`src/design/dmma_pkg.sv`:
```
// package for the dense matrix multiply-accumulate block
// sizes, opcodes, controller states and the word structs shared by all modules
// depends on nothing
`default_nettype none

package dmma_pkg;

    localparam int MAX_DIM = 8;
    localparam int ELEM_W  = 16;
    localparam int ACC_W   = 48;
    localparam int IDX_W   = $clog2(MAX_DIM);
    localparam int DIM_W   = $clog2(MAX_DIM + 1);
    localparam int AADDR_W = $clog2(MAX_DIM * MAX_DIM);
    localparam int PROD_W  = 2 * ELEM_W;
    localparam int CFG_W   = 4;
    localparam int CIDX_W  = 2;
    localparam int DRAIN_N = MAX_DIM + 3;
    localparam int DRN_W   = $clog2(DRAIN_N + 1);

    localparam logic [CIDX_W-1:0] CFG_ROWS  = 2'd0;
    localparam logic [CIDX_W-1:0] CFG_COLS  = 2'd1;
    localparam logic [CIDX_W-1:0] CFG_DEPTH = 2'd2;

    typedef enum logic [2:0] {
        OP_WR_A  = 3'd0,
        OP_WR_B  = 3'd1,
        OP_CLEAR = 3'd2,
        OP_ACC   = 3'd3,
        OP_RD_C  = 3'd4
    } t_op;

    typedef enum logic [1:0] {
        S_IDLE,
        S_RUN,
        S_DRAIN
    } t_state;

    typedef struct packed {
        logic [2:0]              opcode;
        logic [IDX_W-1:0]        row_index;
        logic [IDX_W-1:0]        col_index;
        logic signed [ELEM_W-1:0] element_value;
    } t_in_word;

    typedef struct packed {
        logic signed [ACC_W-1:0] sum_value;
        logic                    saturated;
    } t_out_word;

    // one A element travelling down the row of cells
    typedef struct packed {
        logic                     valid;
        logic signed [ELEM_W-1:0] a;
        logic [IDX_W-1:0]         i;
        logic [IDX_W-1:0]         k;
    } t_mac_beat;

endpackage

`default_nettype wire

```
`src/design/dmma_cell.sv`:
```
// one column cell: holds a column of B and a column of C with sticky flags
// multiplies the passing A element by its B entry and accumulates; uses dmma_pkg
`default_nettype none

module dmma_cell (
    input  wire                                i_clk,
    input  wire                                i_rst_n,
    input  dmma_pkg::t_mac_beat                i_beat,
    output dmma_pkg::t_mac_beat                o_beat,
    input  wire                                i_active,
    input  wire                                i_b_we,
    input  wire [dmma_pkg::IDX_W-1:0]          i_b_row,
    input  wire [dmma_pkg::ELEM_W-1:0]         i_b_val,
    input  wire                                i_clear,
    input  wire [dmma_pkg::IDX_W-1:0]          i_rd_row,
    output dmma_pkg::t_out_word                o_rd
);

    logic [dmma_pkg::ELEM_W-1:0]        r_b   [dmma_pkg::MAX_DIM];
    logic signed [dmma_pkg::ACC_W-1:0]  r_c   [dmma_pkg::MAX_DIM];
    logic                               r_sat [dmma_pkg::MAX_DIM];
    dmma_pkg::t_mac_beat                r_pass;
    logic                               r_pv;
    logic [dmma_pkg::IDX_W-1:0]         r_pi;
    logic signed [dmma_pkg::PROD_W-1:0] r_prod;

    logic signed [dmma_pkg::PROD_W-1:0] n_prod;
    logic [dmma_pkg::IDX_W-1:0]         w_addr;
    logic signed [dmma_pkg::ACC_W-1:0]  w_c;
    logic                               w_s;
    logic signed [dmma_pkg::ACC_W:0]    w_sum;
    logic signed [dmma_pkg::ACC_W-1:0]  n_c;
    logic                               w_ovf;

    assign n_prod = $signed(i_beat.a) * $signed(r_b[i_beat.k]);

    // single read port: the accumulate row while a product waits, else the read row
    assign w_addr = r_pv ? r_pi : i_rd_row;
    assign w_c    = r_c[w_addr];
    assign w_s    = r_sat[w_addr];

    assign w_sum = {w_c[dmma_pkg::ACC_W-1], w_c}
                 + {{(dmma_pkg::ACC_W + 1 - dmma_pkg::PROD_W){r_prod[dmma_pkg::PROD_W-1]}},
                    r_prod};
    assign w_ovf = w_sum[dmma_pkg::ACC_W] != w_sum[dmma_pkg::ACC_W-1];

    always_comb begin
        if (!w_ovf) begin
            n_c = w_sum[dmma_pkg::ACC_W-1:0];
        end else if (w_sum[dmma_pkg::ACC_W]) begin
            n_c = {1'b1, {(dmma_pkg::ACC_W-1){1'b0}}};
        end else begin
            n_c = {1'b0, {(dmma_pkg::ACC_W-1){1'b1}}};
        end
    end

    assign o_beat          = r_pass;
    assign o_rd.sum_value  = w_c;
    assign o_rd.saturated  = w_s;

    always_ff @(posedge i_clk) begin
        if (!i_rst_n) begin
            r_pass.valid <= 1'b0;
            r_pv         <= 1'b0;
        end else begin
            r_pass.valid <= i_beat.valid;
            r_pv         <= i_beat.valid && i_active;
        end
        r_pass.a <= i_beat.a;
        r_pass.i <= i_beat.i;
        r_pass.k <= i_beat.k;
        r_pi     <= i_beat.i;
        r_prod   <= n_prod;
        if (i_b_we) begin
            r_b[i_b_row] <= i_b_val;
        end
    end

    always_ff @(posedge i_clk) begin
        if (!i_rst_n || i_clear) begin
            for (int e = 0; e < dmma_pkg::MAX_DIM; e++) begin
                r_c[e]   <= '0;
                r_sat[e] <= 1'b0;
            end
        end else if (r_pv) begin
            r_c[r_pi]   <= n_c;
            r_sat[r_pi] <= w_s | w_ovf;
        end
    end

endmodule

`default_nettype wire

```
`config.mk`:
```
export PLATFORM = sky130hd
export DESIGN_NAME = dmma_cell
export DESIGN_NICKNAME = d
export VERILOG_FILES = /design/src/design/dmma_pkg.sv /design/src/design/dmma_cell.sv
export SDC_FILE = /design/constraint.sdc
export NUM_CORES = 2
export LEC_CHECK = 0
export CORE_MARGIN = 2
export CORE_UTILIZATION = 45
export DETAILED_ROUTE_END_ITERATION = 16
export DONT_BUFFER_PORTS = 1
export GPL_TIMING_DRIVEN = 0
export PLACE_DENSITY = 0.64
export REMOVE_ABC_BUFFERS = 1
export SLEW_MARGIN = 5
export SYNTH_ARGS = -nofsm -noshare
export SYNTH_HDL_FRONTEND = slang
export SYNTH_SLANG_ARGS = --single-unit
```
`constraint.sdc`:
```
create_clock -name i_clk -period 19 [get_ports i_clk]
set_input_delay 0.95 -clock i_clk [delete_from_list [all_inputs] [get_ports i_clk]]
set_output_delay 0.95 -clock i_clk [all_outputs]
set_load 0.01 [all_outputs]
```
==> results_dict.tcl <==
set metrics [dict create \
    n_antenna_cell 0 \
    die_w_um 286 \
    multi_input_area_um2 17500 \
    grt_pass1_wl_mm 136 \
    io_buffers 0 \
    hold_viol_final 0 \
    synthArstFlopShare 0 \
    antenna_found_initial 1 \
    slowest_delay_ns 0.74 \
    postSynthAreaPerCell_um2 12.3 \
    pin_count 122 \
    cts_root_buffer "clkbuf_16" \
    num_rows 103 \
    synth-adder-area-share 0.192 \
    worstRegToRegCells 20 \
    synthTopCellsByArea "edfxtp_1, fa_1, mux4_2, nor2_1, ha_1" \
    synthMuxAreaShare 0.103 \
    viasPerCell 5.53 \
    setup_viol_count_final 0 \
    clock_latency_ns 0.61 \
    grt_usage 0.217 \
    slew_violations 0 \
    synth-simple-area-share 0.121 \
    holdPathStages 0 \
    cts_resized 0 \
    cpMostUsedCell "fa_1" \
    max_slew_margin 0.355 \
    cts_tree "done" \
    synth_top_family_by_area "adder cells" \
    cts.path.max_buffers 3 \
    grt_overflow 0 \
    end_kind "flop" \
    start_util 0.454 \
    rsz0062_at_grt "no" \
    route.detailed.drc 0 \
    skew_ns 0.0241 \
    crit_path_top_delay_cell "fa_1" \
    post-cts-setup-buffers 0 \
    synth_ff_type "edfxtp_1" \
    hold_class "in -> reg" \
    routed_wl_mm 87.9 \
    min_from "i_beat[21]" \
    syn_to_final_growth_pct 11.5 \
    top_layer_used "met4" \
    drt_pass1_iterations 5 \
    dp_hpwl_mm 61.2 \
    finalNetCount 3333 \
    place_inst 3872 \
    synth_top_area_frac 0.436 \
    period_needed_ns 7.36 \
    synth_xor_area_frac 0.0164 \
    core_region_area_um2 78900 \
    grt_pass1_vias 23500 \
    numClockSinks 576 \
    r2r_setup_slack_ns 11.68 \
    drt_iter0_markers 1771 \
    cp.arrival_ns 7.83 \
    cp_max_fo 33 \
    crit_cells 20 \
    layout_common_cells "edfxtp_1, nor2_1, inv_1" \
    wl_met2_mm 45.2 \
    gp_congestion 0.890 \
    max_freq_mhz 136 \
    worst-path-buf-inv 5 \
    die_height_um 286 \
    ys_warn_count 0 \
    netlist_instances 2914 \
    drtAntennaViolNets 0 \
    startpoint "i_beat[0]" \
    r2r_start "r_b[6][1]" \
    ys_ff_latch 576 \
    synth_top_area_cell "edfxtp_1" \
    crit_family "adder cells" \
    routedWlPerCell_um 22.0 \
    cts.clk_slew.worst_paths_ns 0.05 \
    route.layer.met1.wl_mm 35.5 \
    drive_gt1_frac 0.146 \
    ys_types 70 \
    register_area_um2 16700 \
    vias 22100 \
    tightest_slew_ns 0.963 \
    cts_made_buffers 66 \
    grt_max_degree 48 \
    yosysSeqAreaShare 0.467 \
    status "complete, no violations" \
    htreeDepth 3 \
    met3_length_mm 5.54 \
    stdcell_count 3993 \
    dieArea_um2 81900 \
    crit_chain "mux4_2 -> mux2_2 -> nand2_1 -> inv_1 -> fa_1 -> fa_1 -> inv_1 -> fa_1 -> fa_1 -> inv_1 -> fa_1 -> inv_1 -> fa_1 -> inv_1 -> ha_1 -> and3_1 -> nand3_1 -> o31ai_1 -> a311oi_1 -> xnor2_1" \
    fin_crit_sh 0.387 \
    final_common_cell "edfxtp_1" \
    nFillCells 6788 \
    max_cap_viol_count 0 \
    start_kind "input port" \
    synth_edf_count 520 \
    crit_type "in -> reg" \
    netlist_area_um2 35800 \
    cts.hold.buffers_added 0 \
    worst_ep_required_time_ns 19.47 \
    synth_compound_area_frac 0.0488 \
]
-- worst paths after layout --
| path | endpoint |
|---|---|
| worst max-delay path | r_prod[30] |
| worst min-delay path | o_beat[21] |
| worst max register to register | r_prod[30] |
| worst min register to register | r_c[0][0] |
-- metal layers --
layer,vias to the layer above,GRT usage
li1,9957,-
met3,112,0.0418
met5,-,0
met4,0,0.0565
met1,11300,0.270
met2,673,0.388
-- cells by family after synthesis --
kind of cell | count (synthesis)
adders and majority gates | 393
and+or+nand+nor | 951
xor gates and xnor gates | 67
AOI/OAI and AO/OA | 268
muxes | 200
DFF | 576
buffers and inverters | 459
-- synthesized netlist by cell type, drive strengths merged (5+ instances only) --
cell	instances
edfxtp	520
nor2	490
inv	318
fa	263
nand2	186
ha	130
mux4	130
a21oi	92
nor2b	92
clkbuf	77
buf	64
o21ai	62
mux2	57
dfxtp	56
and2	47
xnor2	46
a21o	31
nand2b	31
nand3	29
xor2	21
nor3	17
nand4	15
mux2i	13
o21bai	13
or3	12
a211oi	11
and3	11
a31oi	10
o21a	10
o211ai	7
or2	5
-- cell type report --
| type | instances | share of cell area |
|---|---|---|
| Clock inverter | 39 | 0.00930 |
| Multi-Input combinational cell | 1879 | 0.438 |
| Tap cell | 1050 | 0.0329 |
| Inverter | 318 | 0.0299 |
| Sequential cell | 576 | 0.419 |
| Timing Repair Buffer | 49 | 0.0258 |
| Clock buffer | 82 | 0.0452 |
-- registers in the layout, indices dropped and copies added, names as in the netlist --
register / flops
r_prod: 32
r_pi: 3
r_pv: 1
r_b: 128
o_beat: 20
r_c: 384
r_sat: 8
-- metrics by stage --
| step | utilization | setup slack [ns] | area [um2] | hold WS [ns] | TNS, ns |
|---|---|---|---|---|---|
| 5_1_grt | 0.507 | 11.36 | 40000 | 0.335 | 0 |
| 2_1_floorplan | - | 4.54 | 35200 | 0.660 | 0 |
| 4_1_cts | 0.507 | 11.67 | 40000 | 0.333 | 0 |
| 6_report | 0.507 | 11.64 | 40000 | 0.377 | 0 |
| 3_5_place_dp | 0.479 | 11.07 | 37800 | 0.707 | 0 |
| 3_3_place_gp | 0.463 | -2.36 | 36500 | 0.692 | -741.51 |
Power is left out: the tool's default activity adds up to more than one toggle a clock period on the data nets, which glitch-free logic cannot reach.
